**src/rtl/core/decimal_bigint_add_multiply_top_macros.svh**
```systemverilog
// Assertion macros shared by the decimal add and multiply block.
`ifndef DECIMAL_BIGINT_ADD_MULTIPLY_TOP_MACROS_SVH
`define DECIMAL_BIGINT_ADD_MULTIPLY_TOP_MACROS_SVH
`ifndef SYNTH
`define DBAM_ASSERT_ALWAYS(lbl, expr, msg) \
  lbl: assert property (@(posedge clk) disable iff (rst) (expr)) else $error(msg);
`define DBAM_ASSERT_SAME(lbl, ante, cons, msg) \
  lbl: assert property (@(posedge clk) disable iff (rst) (ante) |-> (cons)) else $error(msg);
`define DBAM_ASSERT_NEXT(lbl, ante, cons, msg) \
  lbl: assert property (@(posedge clk) disable iff (rst) (ante) |=> (cons)) else $error(msg);
`else
`define DBAM_ASSERT_ALWAYS(lbl, expr, msg)
`define DBAM_ASSERT_SAME(lbl, ante, cons, msg)
`define DBAM_ASSERT_NEXT(lbl, ante, cons, msg)
`endif
`endif

```
**src/rtl/core/dbam_pkg.sv**
```systemverilog
// Package with the constants, types and digit helpers of the decimal add and multiply block.
package dbam_pkg;

  localparam int DIGITS = 32;
  localparam int IDX_W  = $clog2(DIGITS);
  localparam int POS_W  = $clog2(DIGITS + 1);

  localparam logic [1:0] OP_ADD = 2'd0;
  localparam logic [1:0] OP_MUL = 2'd1;

  typedef logic [3:0]       digit_t;
  typedef logic [IDX_W-1:0] idx_t;
  typedef logic [POS_W-1:0] pos_t;

  typedef struct packed {
    logic load;
    logic start;
    logic add_step;
    logic mul_step;
    logic finish;
    logic emit;
  } cmd_t;

  typedef struct packed {
    logic col_last;
    logic row_last;
    logic out_free;
  } sts_t;

  // Quotient by ten of an 8-bit value, taken as the product with 205 shifted right by 11.
  function automatic logic [4:0] div10_q(input logic [7:0] p);
    logic [15:0] m;
    m = {8'd0, p} * 16'd205;
    return m[15:11];
  endfunction

  function automatic digit_t mod10(input logic [7:0] p, input logic [4:0] q);
    logic [7:0] t;
    t = p - ({3'b000, q} << 3) - ({3'b000, q} << 1);
    return t[3:0];
  endfunction

endpackage

```
**src/rtl/core/dbam_in_if.sv**
```systemverilog
// Input channel carrying one digit pair and its operation code per transaction.
interface dbam_in_if import dbam_pkg::*; ();
  logic       valid;
  logic       ready;
  digit_t     digit_a;
  digit_t     digit_b;
  logic [1:0] operation;
  logic       last_digit;

  modport source (output valid, output digit_a, output digit_b, output operation,
                  output last_digit, input ready);
  modport sink (input valid, input digit_a, input digit_b, input operation,
                input last_digit, output ready);
endinterface

```
**src/rtl/core/dbam_out_if.sv**
```systemverilog
// Output channel carrying one result digit per transaction.
interface dbam_out_if import dbam_pkg::*; ();
  logic   valid;
  logic   ready;
  digit_t result_digit;
  logic   equal_flag;
  logic   last_result;

  modport source (output valid, output result_digit, output equal_flag,
                  output last_result, input ready);
  modport sink (input valid, input result_digit, input equal_flag,
                input last_result, output ready);
endinterface

```
**src/rtl/core/dbam_ctrl.sv**
```systemverilog
// Controller state machine that sequences loading, the column steps and the result output.
module dbam_ctrl import dbam_pkg::*; (
  input  logic       clk,
  input  logic       rst,
  input  logic       in_valid,
  input  logic       in_last,
  input  logic [1:0] in_op,
  output logic       in_ready,
  input  sts_t       sts,
  output cmd_t       cmd
);

  typedef enum logic [4:0] {
    S_LOAD = 5'b00001,
    S_ADD  = 5'b00010,
    S_MUL  = 5'b00100,
    S_FIN  = 5'b01000,
    S_EMIT = 5'b10000
  } state_t;

  state_t state;
  state_t state_next;

  always_ff @(posedge clk) begin
    if (rst) begin
      state <= S_LOAD;
    end else begin
      state <= state_next;
    end
  end

  always_comb begin
    cmd        = '0;
    in_ready   = 1'b0;
    state_next = state;
    unique case (state)
      S_LOAD: begin
        in_ready = 1'b1;
        if (in_valid) begin
          cmd.load = 1'b1;
          if (in_last) begin
            cmd.start = 1'b1;
            if (in_op == OP_ADD) begin
              state_next = S_ADD;
            end else if (in_op == OP_MUL) begin
              state_next = S_MUL;
            end else begin
              state_next = S_FIN;
            end
          end
        end
      end
      S_ADD: begin
        cmd.add_step = 1'b1;
        if (sts.col_last) begin
          state_next = S_FIN;
        end
      end
      S_MUL: begin
        cmd.mul_step = 1'b1;
        if (sts.col_last && sts.row_last) begin
          state_next = S_FIN;
        end
      end
      S_FIN: begin
        cmd.finish = 1'b1;
        state_next = S_EMIT;
      end
      S_EMIT: begin
        if (sts.out_free) begin
          cmd.emit = 1'b1;
          if (sts.col_last) begin
            state_next = S_LOAD;
          end
        end
      end
      default: begin
        state_next = S_LOAD;
      end
    endcase
  end

endmodule

```
**src/rtl/core/dbam_dp.sv**
```systemverilog
// Datapath with the operand and accumulator digit stores, the column step unit and output register.
`include "decimal_bigint_add_multiply_top_macros.svh"
module dbam_dp import dbam_pkg::*; (
  input  logic       clk,
  input  logic       rst,
  input  cmd_t       cmd,
  output sts_t       sts,
  input  digit_t     digit_a,
  input  digit_t     digit_b,
  input  logic [1:0] operation,
  input  logic       out_ready,
  output logic       out_valid,
  output digit_t     result_digit,
  output logic       equal_flag,
  output logic       last_result
);

  digit_t     a_mem [DIGITS];
  digit_t     b_mem [DIGITS];
  digit_t     acc_mem [DIGITS];
  pos_t       load_pos;
  logic       eq_run;
  logic       eq_hold;
  logic       is_cmp;
  idx_t       row;
  idx_t       col;
  logic [4:0] rem;
  logic       carry;
  logic       out_last;

  idx_t       a_idx;
  idx_t       b_idx;
  digit_t     a_rd;
  digit_t     b_rd;
  digit_t     acc_eff;
  logic [7:0] prod;
  logic [7:0] p_sel;
  logic [4:0] q;
  digit_t     r;
  logic [4:0] s_mul;
  logic       s_carry;
  digit_t     wr_digit;
  logic       can_store;

  assign sts.col_last = (col == idx_t'(DIGITS - 1));
  assign sts.row_last = (row == idx_t'(DIGITS - 1));
  assign sts.out_free = !out_valid || out_ready;

  assign can_store = (load_pos < pos_t'(DIGITS));

  assign a_idx   = col - row;
  assign b_idx   = cmd.mul_step ? row : col;
  assign a_rd    = (pos_t'(a_idx) < load_pos) ? a_mem[a_idx] : 4'd0;
  assign b_rd    = (pos_t'(b_idx) < load_pos) ? b_mem[b_idx] : 4'd0;
  assign acc_eff = (row == '0) ? 4'd0 : acc_mem[col];

  assign prod  = {4'b0000, a_rd} * {4'b0000, b_rd};
  assign p_sel = cmd.mul_step ? (prod + {3'b000, rem})
                              : ({4'b0000, a_rd} + {4'b0000, b_rd} + {3'b000, rem});
  assign q     = div10_q(p_sel);
  assign r     = mod10(p_sel, q);

  assign s_mul    = {1'b0, acc_eff} + {1'b0, r} + {4'b0000, carry};
  assign s_carry  = (s_mul >= 5'd10);
  assign wr_digit = cmd.mul_step ? (s_carry ? 4'(s_mul - 5'd10) : s_mul[3:0]) : r;

  always_ff @(posedge clk) begin
    if (cmd.load && can_store) begin
      a_mem[load_pos[IDX_W-1:0]] <= digit_a;
      b_mem[load_pos[IDX_W-1:0]] <= digit_b;
    end
    if (cmd.add_step || cmd.mul_step) begin
      acc_mem[col] <= wr_digit;
    end
  end

  always_ff @(posedge clk) begin
    if (rst) begin
      load_pos  <= '0;
      eq_run    <= 1'b1;
      eq_hold   <= 1'b1;
      is_cmp    <= 1'b0;
      row       <= '0;
      col       <= '0;
      rem       <= '0;
      carry     <= 1'b0;
      out_valid <= 1'b0;
    end else begin
      if (cmd.load && can_store) begin
        load_pos <= load_pos + pos_t'(1);
        eq_run   <= eq_run && (digit_a == digit_b);
      end
      if (cmd.start) begin
        row    <= '0;
        col    <= '0;
        rem    <= '0;
        carry  <= 1'b0;
        is_cmp <= !((operation == OP_ADD) || (operation == OP_MUL));
      end
      if (cmd.add_step) begin
        rem <= q;
        col <= col + idx_t'(1);
      end
      if (cmd.mul_step) begin
        if (sts.col_last) begin
          row   <= row + idx_t'(1);
          col   <= row + idx_t'(1);
          rem   <= '0;
          carry <= 1'b0;
        end else begin
          col   <= col + idx_t'(1);
          rem   <= q;
          carry <= s_carry;
        end
      end
      if (cmd.finish) begin
        eq_hold  <= eq_run;
        eq_run   <= 1'b1;
        load_pos <= '0;
        col      <= '0;
      end
      if (cmd.emit) begin
        col       <= col + idx_t'(1);
        out_valid <= 1'b1;
      end else if (out_ready) begin
        out_valid <= 1'b0;
      end
    end
  end

  always_ff @(posedge clk) begin
    if (cmd.emit) begin
      result_digit <= is_cmp ? 4'd0 : acc_mem[col];
      equal_flag   <= eq_hold;
      out_last     <= sts.col_last;
    end
  end

  assign last_result = out_last;

  `DBAM_ASSERT_ALWAYS(a_rem_bound, rem <= 5'd24, "Product carry out of range.")
  `DBAM_ASSERT_ALWAYS(a_fill_bound, load_pos <= pos_t'(DIGITS),
                      "Fill count past the store depth.")
  `DBAM_ASSERT_SAME(a_digit_decimal, cmd.add_step || cmd.mul_step, wr_digit <= 4'd9,
                    "Written digit is not decimal.")
  `DBAM_ASSERT_NEXT(a_last_closes, cmd.emit && sts.col_last, out_valid && out_last,
                    "Top digit not marked last.")

endmodule

```
**src/rtl/core/decimal_bigint_add_multiply_top.sv**
```systemverilog
// Top level of the fixed-width decimal adder, multiplier and equality tester.
//
// The operands channel takes one digit pair per transaction, least significant first, at
// one transaction per cycle while loading. Positions never loaded count as zero and pairs
// past DIGITS are dropped. The transaction marked last_digit selects the operation: add,
// multiply, or an equality test (codes two and three).
// After that transaction the block computes with one column step unit, one digit per cycle:
// add steps through every column, multiply from each row's column up, one row of the second
// operand after the other, compare none; a finish state then latches the equality flag.
// The results channel then gives DIGITS transactions, least significant digit first, the top
// one marked last_result, one per cycle while the receiver takes them.
// A stall holds the output register and the digit walk; the next operand load is accepted
// as soon as the top digit sits in the output register.
// Reset is synchronous and leaves the block empty and ready for a first operand pair.
module decimal_bigint_add_multiply_top import dbam_pkg::*; (
  input  logic              clk,
  input  logic              rst,
  dbam_in_if.sink           operands,
  dbam_out_if.source        results
);

  cmd_t cmd;
  sts_t sts;

  dbam_ctrl u_ctrl (
    .clk      (clk),
    .rst      (rst),
    .in_valid (operands.valid),
    .in_last  (operands.last_digit),
    .in_op    (operands.operation),
    .in_ready (operands.ready),
    .sts      (sts),
    .cmd      (cmd)
  );

  dbam_dp u_dp (
    .clk          (clk),
    .rst          (rst),
    .cmd          (cmd),
    .sts          (sts),
    .digit_a      (operands.digit_a),
    .digit_b      (operands.digit_b),
    .operation    (operands.operation),
    .out_ready    (results.ready),
    .out_valid    (results.valid),
    .result_digit (results.result_digit),
    .equal_flag   (results.equal_flag),
    .last_result  (results.last_result)
  );

endmodule

```
**src/flat_wrapper.sv**
```systemverilog
// flat-port wrapper written by rule: the top's interface ports become plain ports
module decimal_bigint_add_multiply_top_flat import dbam_pkg::*;
  (clk, rst, operands_valid, operands_digit_a, operands_digit_b, operands_operation, operands_last_digit, operands_ready, results_valid, results_result_digit, results_equal_flag, results_last_result, results_ready);
  dbam_in_if operands_i ();
  dbam_out_if results_i ();
  input  logic clk;
  input  logic rst;
  input wire logic [$bits(operands_i.valid)-1:0] operands_valid;
  input wire logic [$bits(operands_i.digit_a)-1:0] operands_digit_a;
  input wire logic [$bits(operands_i.digit_b)-1:0] operands_digit_b;
  input wire logic [$bits(operands_i.operation)-1:0] operands_operation;
  input wire logic [$bits(operands_i.last_digit)-1:0] operands_last_digit;
  output wire logic [$bits(operands_i.ready)-1:0] operands_ready;
  output wire logic [$bits(results_i.valid)-1:0] results_valid;
  output wire logic [$bits(results_i.result_digit)-1:0] results_result_digit;
  output wire logic [$bits(results_i.equal_flag)-1:0] results_equal_flag;
  output wire logic [$bits(results_i.last_result)-1:0] results_last_result;
  input wire logic [$bits(results_i.ready)-1:0] results_ready;
  assign operands_i.valid = operands_valid;
  assign operands_i.digit_a = operands_digit_a;
  assign operands_i.digit_b = operands_digit_b;
  assign operands_i.operation = operands_operation;
  assign operands_i.last_digit = operands_last_digit;
  assign operands_ready = operands_i.ready;
  assign results_valid = results_i.valid;
  assign results_result_digit = results_i.result_digit;
  assign results_equal_flag = results_i.equal_flag;
  assign results_last_result = results_i.last_result;
  assign results_i.ready = results_ready;
  decimal_bigint_add_multiply_top u_core (.clk(clk), .rst(rst), .operands(operands_i), .results(results_i));
endmodule
```
**config.mk**
```make
export PLATFORM = sky130hd
export DESIGN_NAME = decimal_bigint_add_multiply_top_flat
export DESIGN_NICKNAME = d
export VERILOG_FILES = /design/src/rtl/core/dbam_pkg.sv /design/src/rtl/core/dbam_in_if.sv /design/src/rtl/core/dbam_out_if.sv /design/src/rtl/core/dbam_ctrl.sv /design/src/rtl/core/dbam_dp.sv /design/src/rtl/core/decimal_bigint_add_multiply_top.sv /design/src/flat_wrapper.sv
export VERILOG_INCLUDE_DIRS = /design/src /design/src/rtl/core
export SDC_FILE = /design/constraint.sdc
export NUM_CORES = 1
export LEC_CHECK = 0
export ABC_AREA = 1
export BUFFER_PORTS_ARGS = -buffer_cell sky130_fd_sc_hd__buf_4
export CAP_MARGIN = 15
export CELL_PAD_IN_SITES_DETAIL_PLACEMENT = 2
export CELL_PAD_IN_SITES_GLOBAL_PLACEMENT = 2
export CORE_MARGIN = 5
export CORE_UTILIZATION = 46
export CTS_CLUSTER_DIAMETER = 120
export DETAILED_ROUTE_END_ITERATION = 8
export GPL_TIMING_DRIVEN = 0
export MAX_ROUTING_LAYER = met4
export PLACE_DENSITY = 0.95
export SYNTH_ARGS = -nofsm -noshare
export SYNTH_HDL_FRONTEND = slang
export SYNTH_SLANG_ARGS = --single-unit
```
**constraint.sdc**
```tcl
create_clock -name clk -period 23.8 [get_ports clk]
set_clock_uncertainty 0.15 [all_clocks]
set_input_delay 2.38 -clock clk [delete_from_list [all_inputs] [get_ports clk]]
set_output_delay 2.38 -clock clk [all_outputs]
set_load 0.01 [all_outputs]
```
Word-level counts from Yosys, hierarchy flattened
Memories as Yosys holds them, arrays and structs flattened. A register that Yosys moved wholly into a read port is not among the register bits.
Index checks and enable logic that the tools add are counted.
- multipliers: 2
- reductions and logical operators: 16
- order comparisons: 4
- equality and inequality tests: 15
- add/sub/neg operators: 12
- muxes and demuxes: 48
- operators by type and width (kind ; number):
    $mux W5 ; 22
    $pmux W5 S5 ; 1
    $mux W4 ; 6
    $mul A8 B8 Y16 const B ; 1
    $mux W1 ; 16
    $eq A5 B5 Y1 const B ; 3
    $lt A5 B6 Y1 ; 2
    $add A4 B4 Y5 ; 2
    $add A5 B1 Y5 const B ; 2
    $ne A2 B2 Y1 const B ; 5
    $add A8 B5 Y8 ; 1
    $mul A4 B4 Y8 ; 1
    $mux W8 ; 1
    $sub A4 B4 Y4 ; 2
    $add A5 B5 Y6 ; 1
    $add A6 B1 Y6 const B ; 1
    $lt A6 B6 Y1 const B ; 1
    $reduce_and A6 Y1 ; 1
    $add A5 B1 Y5 ; 1
    $eq A5 B1 Y1 const B ; 1
    $eq A5 B2 Y1 const B ; 1
    $eq A5 B3 Y1 const B ; 1
    $eq A5 B4 Y1 const B ; 1
    $ge A5 B4 Y1 const B ; 1
    other kinds (15) ; 22
- word-level logic and storage cells: 113
- memories kept: 3
- output and inout port bits: 8
- memory bits (writable): 384
- input bits: 15
- register bits after elaboration: 37
- memory list (name ; words ; bits a word ; read ports ; clocked after Yosys merged registers in ; wr ports ; RTL line ; text):
    u_core.u_dp.a_mem ; 32 ; 4 ; 1 ; 0 ; 1 ; dbam_dp.sv:18 ; digit_t a_mem [DIGITS];
    u_core.u_dp.acc_mem ; 32 ; 4 ; 1 ; 1 ; 1 ; dbam_dp.sv:20 ; digit_t acc_mem [DIGITS];
    u_core.u_dp.b_mem ; 32 ; 4 ; 1 ; 0 ; 1 ; dbam_dp.sv:19 ; digit_t b_mem [DIGITS];

Longest topological paths before layout
- depth in word-level cells: 16
- gate-level depth with buffers: 61
- gate-level depth less buffers: 61

Modules after synthesis
Synthesis repeated with hierarchy kept, for this count alone.
- cell total of the unflattened synthesis: 1934
- area total of the unflattened synthesis: 20528.4 um^2
- modules (own cells, without submodules) (module ; sequential area each (um^2) ; cells each ; area each (um^2) ; instances):
    dbam_dp ; 12331.8 ; 1876 ; 20158.1 ; 1
    dbam_ctrl ; 100.1 ; 58 ; 370.4 ; 1

Worst setup path after synthesis
Ideal clock, no wire load.
- path kind: reg2reg
- from: register u_core.u_dp.col[0]
- to: memory u_core.u_dp.acc_mem[0][2] (netlist name), data pin
- data arrival time: 11119 ps
- library setup time: 454 ps
- cell stages (with the launch flop): 59
- setup slack: 12077 ps
- required time: 23196 ps
- path buffers: 0
- clock period less this slack: 11723 ps
- cell sequence: dfxtp_1 -> inv_1 -> ha_1 -> fa_1 -> o21ai_0 -> xnor2_1 -> inv_1 -> ha_1 -> inv_1 -> nor2_1 -> o21ai_0 -> o211ai_1 -> inv_1 -> nand2_1 -> nor2_1 -> nand4_1 -> fa_1 -> fa_1 -> (+23 left out) -> nand2_1 -> nand2_1 -> and2_1 -> ha_1 -> xor2_1 -> inv_1 -> nand3_1 -> nand2_1 -> inv_1 -> nand3_1 -> and2_1 -> ha_1 -> xnor2_1 -> o21bai_1 -> nand2_1 -> nand2_1 -> o21ai_0 -> o21ai_0
- longest elaborated chain between the ends: 14
- elaborated cells between the ends (all ways): 22
- those cells by class: 9 x add/sub; 2 x mul; 3 x order compare; 6 x mux; 2 x memory
- RTL lines (what ; RTL line ; text):
    from (decl) ; dbam_dp.sv:26 ; idx_t col;
    from (signal assigned) ; dbam_dp.sv:102 ; col <= col + idx_t'(1);
    from (signal assigned) ; dbam_dp.sv:107 ; col <= row + idx_t'(1);
    from (signal assigned) ; dbam_dp.sv:111 ; col <= col + idx_t'(1);
    $sub A5 B5 Y5 / $mux W5 (equally long branches) ; dbam_dp.sv:51, dbam_dp.sv:52 ;
    $mem_v2 Z32 W4 (tied with other cells) ; n/a ;
    $mux W4, on equally long branches ; dbam_dp.sv:53, dbam_dp.sv:54 ;
    $mul A4 B4 Y8 / $add A4 B4 Y5 (equally long branches) ; dbam_dp.sv:57, dbam_dp.sv:59 ;
    $add A8 B5 Y8 / $add A5 B5 Y6 (equally long branches) ; dbam_dp.sv:58, dbam_dp.sv:59 ;
    $mux W8 (*) ; dbam_dp.sv:58 ; assign p_sel = cmd.mul_step ? (prod + {3'b000, rem})
    $mul A8 B8 Y16 ; dbam_pkg.sv:33 ; m = {8'd0, p} * 16'd205;
    $sub A4 B4 Y4 ; dbam_pkg.sv:39 ; t = p - ({3'b000, q} << 3) - ({3'b000, q} << 1);
    $sub A4 B4 Y4 (*) ; dbam_pkg.sv:39 ;
    $add A4 B4 Y5 ; dbam_dp.sv:63 ; assign s_mul = {1'b0, acc_eff} + {1'b0, r} + {4'b0000, carry};
    $add A5 B1 Y5 ; dbam_dp.sv:63 ;
    $ge A5 B4 Y1 ; dbam_dp.sv:64 ; assign s_carry = (s_mul >= 5'd10);
    $mux W4 ; dbam_dp.sv:65 ; assign wr_digit = cmd.mul_step ? (s_carry ? 4'(s_mul - 5'd10) : s_mul[3:0]) : r;
    $mux W4 (*) ; dbam_dp.sv:65 ;
    net u_core.u_dp.wr_digit[2] ; dbam_dp.sv:42 ; digit_t wr_digit;
    to (decl) ; dbam_dp.sv:20 ;
The timed path passes the listed nets; every way through them passes the cells marked *.

Final worst setup path
- from: register u_core.u_dp.col[0]
- to: memory u_core.u_dp.acc_mem[22][2] (netlist name), data pin
Same word-level chain as after synthesis.

==> metrics.md <==
| Metric | Value |
|---|---|
| # setup viols final | 0 |
| WL met3 | 8711 µm |
| Hold_buf cts | 0 |
| Clock sink count | between 400 and 500 |
| Antenna diode count | 0 |
| Clock latency on the worst-skew pair | ~0.62 ns |
| DR iter-0 viols | ~2.5k |
| Mapped cell area | 20,300 µm² |
| Post-Syn Instances | ~1.9k |
| Largest net degree at the start of global routing | 34 |
| Net Sw Frac | 0.3694 |
| Die height | 220.1 µm |
| Per-cell routed wire length | around 38 µm |
| Crit path required time | about 24 ns |
| Slew headroom | 0.1374 |
| Antenna Nets Post-Route | 0 |
| Vias | roughly 18k |
| Netlist cell types | 52 |
| Post-DR vias/cell | 6.913 |
| Initial Util | 0.4621 |
| Design area | 23,010 µm² |
| Num CTS Buffers | between 40 and 50 |
| Post-Synthesis Net Count | roughly 2k |
| Power per Cell Area | roughly 110 nW/µm² |
| IO Pins | 23 |
| Root Buffer | clkbuf_16 |
| Data arrival, critical path | around 15 ns |
| Sw power | around 0.91 mW |
| IO buf count | 22 |
| Clock network fraction of total power | 0.310 |
| Reg clk slew, reported paths | approximately 0.070 ns |
| CP max FO | 18 |
| Final Max Tran Viols | 0 |
| Fraction of layout cells with a size suffix above 1 | 0.08454 |
| Syn-to-layout area delta | 13.34% |
| Internal Power | between 1.5 and 2 mW |
| F_max | 67.80 MHz |
| Fin nets | approximately 2.1k |
| Worst Hold Class | reg2reg |
| Critical Path Max Stage Delay | just under 0.7 ns |
| Setup crit end kind | register |
| Setup ws final | approximately 9.1 ns |
| Fin crit period | about 15 ns |
| Die Width | between 200 and 250 µm |
| Leak pwr | 8.680 nW |
| CP dominant cell by count | inv_1 |
| Setup crit start kind | register |
| Slowest-stage cell, CP | o21ai_2 |
| First-pass GRT wire length | 135,300 µm |
| WL met1 | 34,310 µm |
| Max VDD drop | approximately 85 µV |
| Total Routing Usage GR | 0.3973 |
| EDFF count, synth | just under 400 |
| CP delay by family, top | adder cells |
| Async S/R FF share, synth | 0 |
| DRC violations left | 0 |
| Dpl hpwl | about 57,000 µm |
| GRT overflow | 0 |
| Maxcap violations | 0 |
| H-tree lvl count | 2 |
| Post-CTS Setup Repair Bufs | 0 |
| Setup slack, reg-to-reg | ~9.1 ns |
| Number of placement rows | a little under 80 |
| Highest Signal Layer | met4 |
| Ys Warns | 0 |
| Post-layout total power | about 2.5 mW |
| Core area | about 44,000 µm² |
| Die Area | between 40,000 and 50,000 µm² |
| Syn Area/Cell | roughly 11 µm² |
| Ys flop type | edfxtp_1 |
| Sequential cell area fraction in the yosys report | 0.6124 |
| Sequential group share of total power | 0.385 |
| Final GP Congestion | around 0.86 |
| Outcome | completed |
| RSZ-0062 raised after global routing | false |
| CP Buf/Inv Count | 10 |
| Period utilisation layout | 0.6197 |
| Worst Max-Slew Pin Slew | ~1.3 ns |
| Post-cts sizing count | 0 |
| Pre-antenna DRT Iters | 6 |
| Crit Path Class | reg2reg |
| Final Hold Vio Count | 0 |
| CTS tree | done |
| Post-place setup slack | 10.00 ns |
| Comb power frac | 0.306 |
| Routed met2 length | approximately 48,000 µm |
| Final wirelength | a little under 100,000 µm |
| Clock Tree Buf Depth | 3 |
| Setup tns final | 0 ns |
| Initial antenna violation count | 0 |
| Vias in the first global route | around 19k |
| Placed inst area | approximately 21,000 µm² |
| Yosys reg bits | ~430 |
==> sequential cells by signal, summed over array words and instances (netlist names), named ones only <==
signal,cells
u_core.u_dp.rem,5
u_core.u_dp.a_mem,128
u_core.u_dp.is_cmp,1
u_core.u_dp.result_digit,4
u_core.u_dp.out_valid,1
u_core.u_dp.load_pos,6
u_core.u_ctrl.state,5
u_core.u_dp.last_result,1
u_core.u_dp.eq_run,1
u_core.u_dp.row,5
u_core.u_dp.eq_hold,1
u_core.u_dp.b_mem,128
u_core.u_dp.col,5
u_core.u_dp.carry,1
u_core.u_dp.equal_flag,1
u_core.u_dp.acc_mem,128
==> cells by family (layout without fill, tap and decap cells) <==
logic type,Yosys count,count (layout),synth area share
AND/OR/NAND/NOR,812,812,0.1681
buffers and inverters,210,343,0.04197
XOR/XNOR,25,25,0.01116
adder cells (fa/ha/maj),117,117,0.08209
flip-flops,426,426,0.6124
AO/OA/AOI/OAI,276,276,0.08437
==> worst paths after layout <==
check | endpoint | startpoint | cells after the start
worst min register to register | u_core.u_dp.equal_flag | u_core.u_dp.eq_hold | 0
worst max-delay path | u_core.u_dp.acc_mem[22][2] | u_core.u_dp.col[0] | 54
worst min-delay path | u_core.u_dp.equal_flag | u_core.u_dp.eq_hold | 0
worst max register to register | u_core.u_dp.acc_mem[22][2] | u_core.u_dp.col[0] | 54
==> power by group through the flow <==
stage,clock network (mW),registers [mW],logic (mW)
floorplan,0,0.962,0.352
global placement,0,0.971,0.507
detailed placement,0,0.964,0.620
CTS,0.745,0.950,0.668
global route,0.784,0.945,0.775
finish,0.761,0.945,0.751
==> cells in the mapped netlist (all sizes together) (2+ instances only) <==
library cell | count | share of area
clkbuf | 41 | 0.0076
o211ai | 7 | 0.0026
a21o | 2 | 0.00074
o311ai | 3 | 0.0013
and2 | 3 | 0.00092
xnor2 | 8 | 0.0038
dfxtp | 36 | 0.035
a32o | 18 | 0.0089
a31oi | 9 | 0.0028
nand3 | 188 | 0.047
o21a | 2 | 0.00074
nand4 | 16 | 0.0052
inv | 134 | 0.025
a32oi | 3 | 0.0013
nor2 | 216 | 0.040
buf | 35 | 0.0096
nand2 | 372 | 0.069
o22ai | 18 | 0.0055
ha | 90 | 0.055
o221ai | 22 | 0.0095
nor3 | 12 | 0.0032
xor2 | 17 | 0.0073
nor4 | 3 | 0.0020
o21bai | 4 | 0.0015
fa | 27 | 0.027
o21ai | 109 | 0.029
a21oi | 69 | 0.017
a22oi | 3 | 0.0011
edfxtp | 390 | 0.58
==> area by class of cell <==
class | instances | area [µm²]
Timing Repair Buffer | 45 | 460.4
Buffer | 76 | 349.1
Multi-Input combinational cell | 1230 | 7036
Inverter | 134 | 503.0
Tap cell | 592 | 740.7
Clock buffer | 66 | 1279
Sequential cell | 426 | 12430
Clock inverter | 22 | 210.2
Fill cell | 4317 | 20920
==> through the flow <==
| stage | instances | util | hold WS [ns] |
|---|---|---|---|
| after global routing | 2591 | 0.5238 | 0.2955 |
| final | 2591 | 0.5238 | 0.3030 |
| after CTS | 2572 | 0.5180 | 0.2959 |
| after detailed placement | 2484 | 0.4841 | 0.3144 |
| after global placement | 2480 | 0.4827 | 0.3036 |
| after floorplan | 1866 | - | 0.2586 |
==> layout by cell type, fill, tap and decap left out, types with 30 or more instances in the layout <==
cell type  instances
dfxtp_1           36
nor2_1           212
edfxtp_1         390
nand3_1          186
nand2_1          372
a21oi_1           69
clkbuf_16         48
o21ai_0          101
ha_1              90
buf_4             30
inv_1            126
clkbuf_1          58
==> routing by layer <==
layer	track usage	vias up
met5	-	-
met4	0.2301	0
met3	0.07336	580
met2	0.6498	1497
met1	0.4617	9038
li1	-	6797
Power figures use the tool's default switching activity.
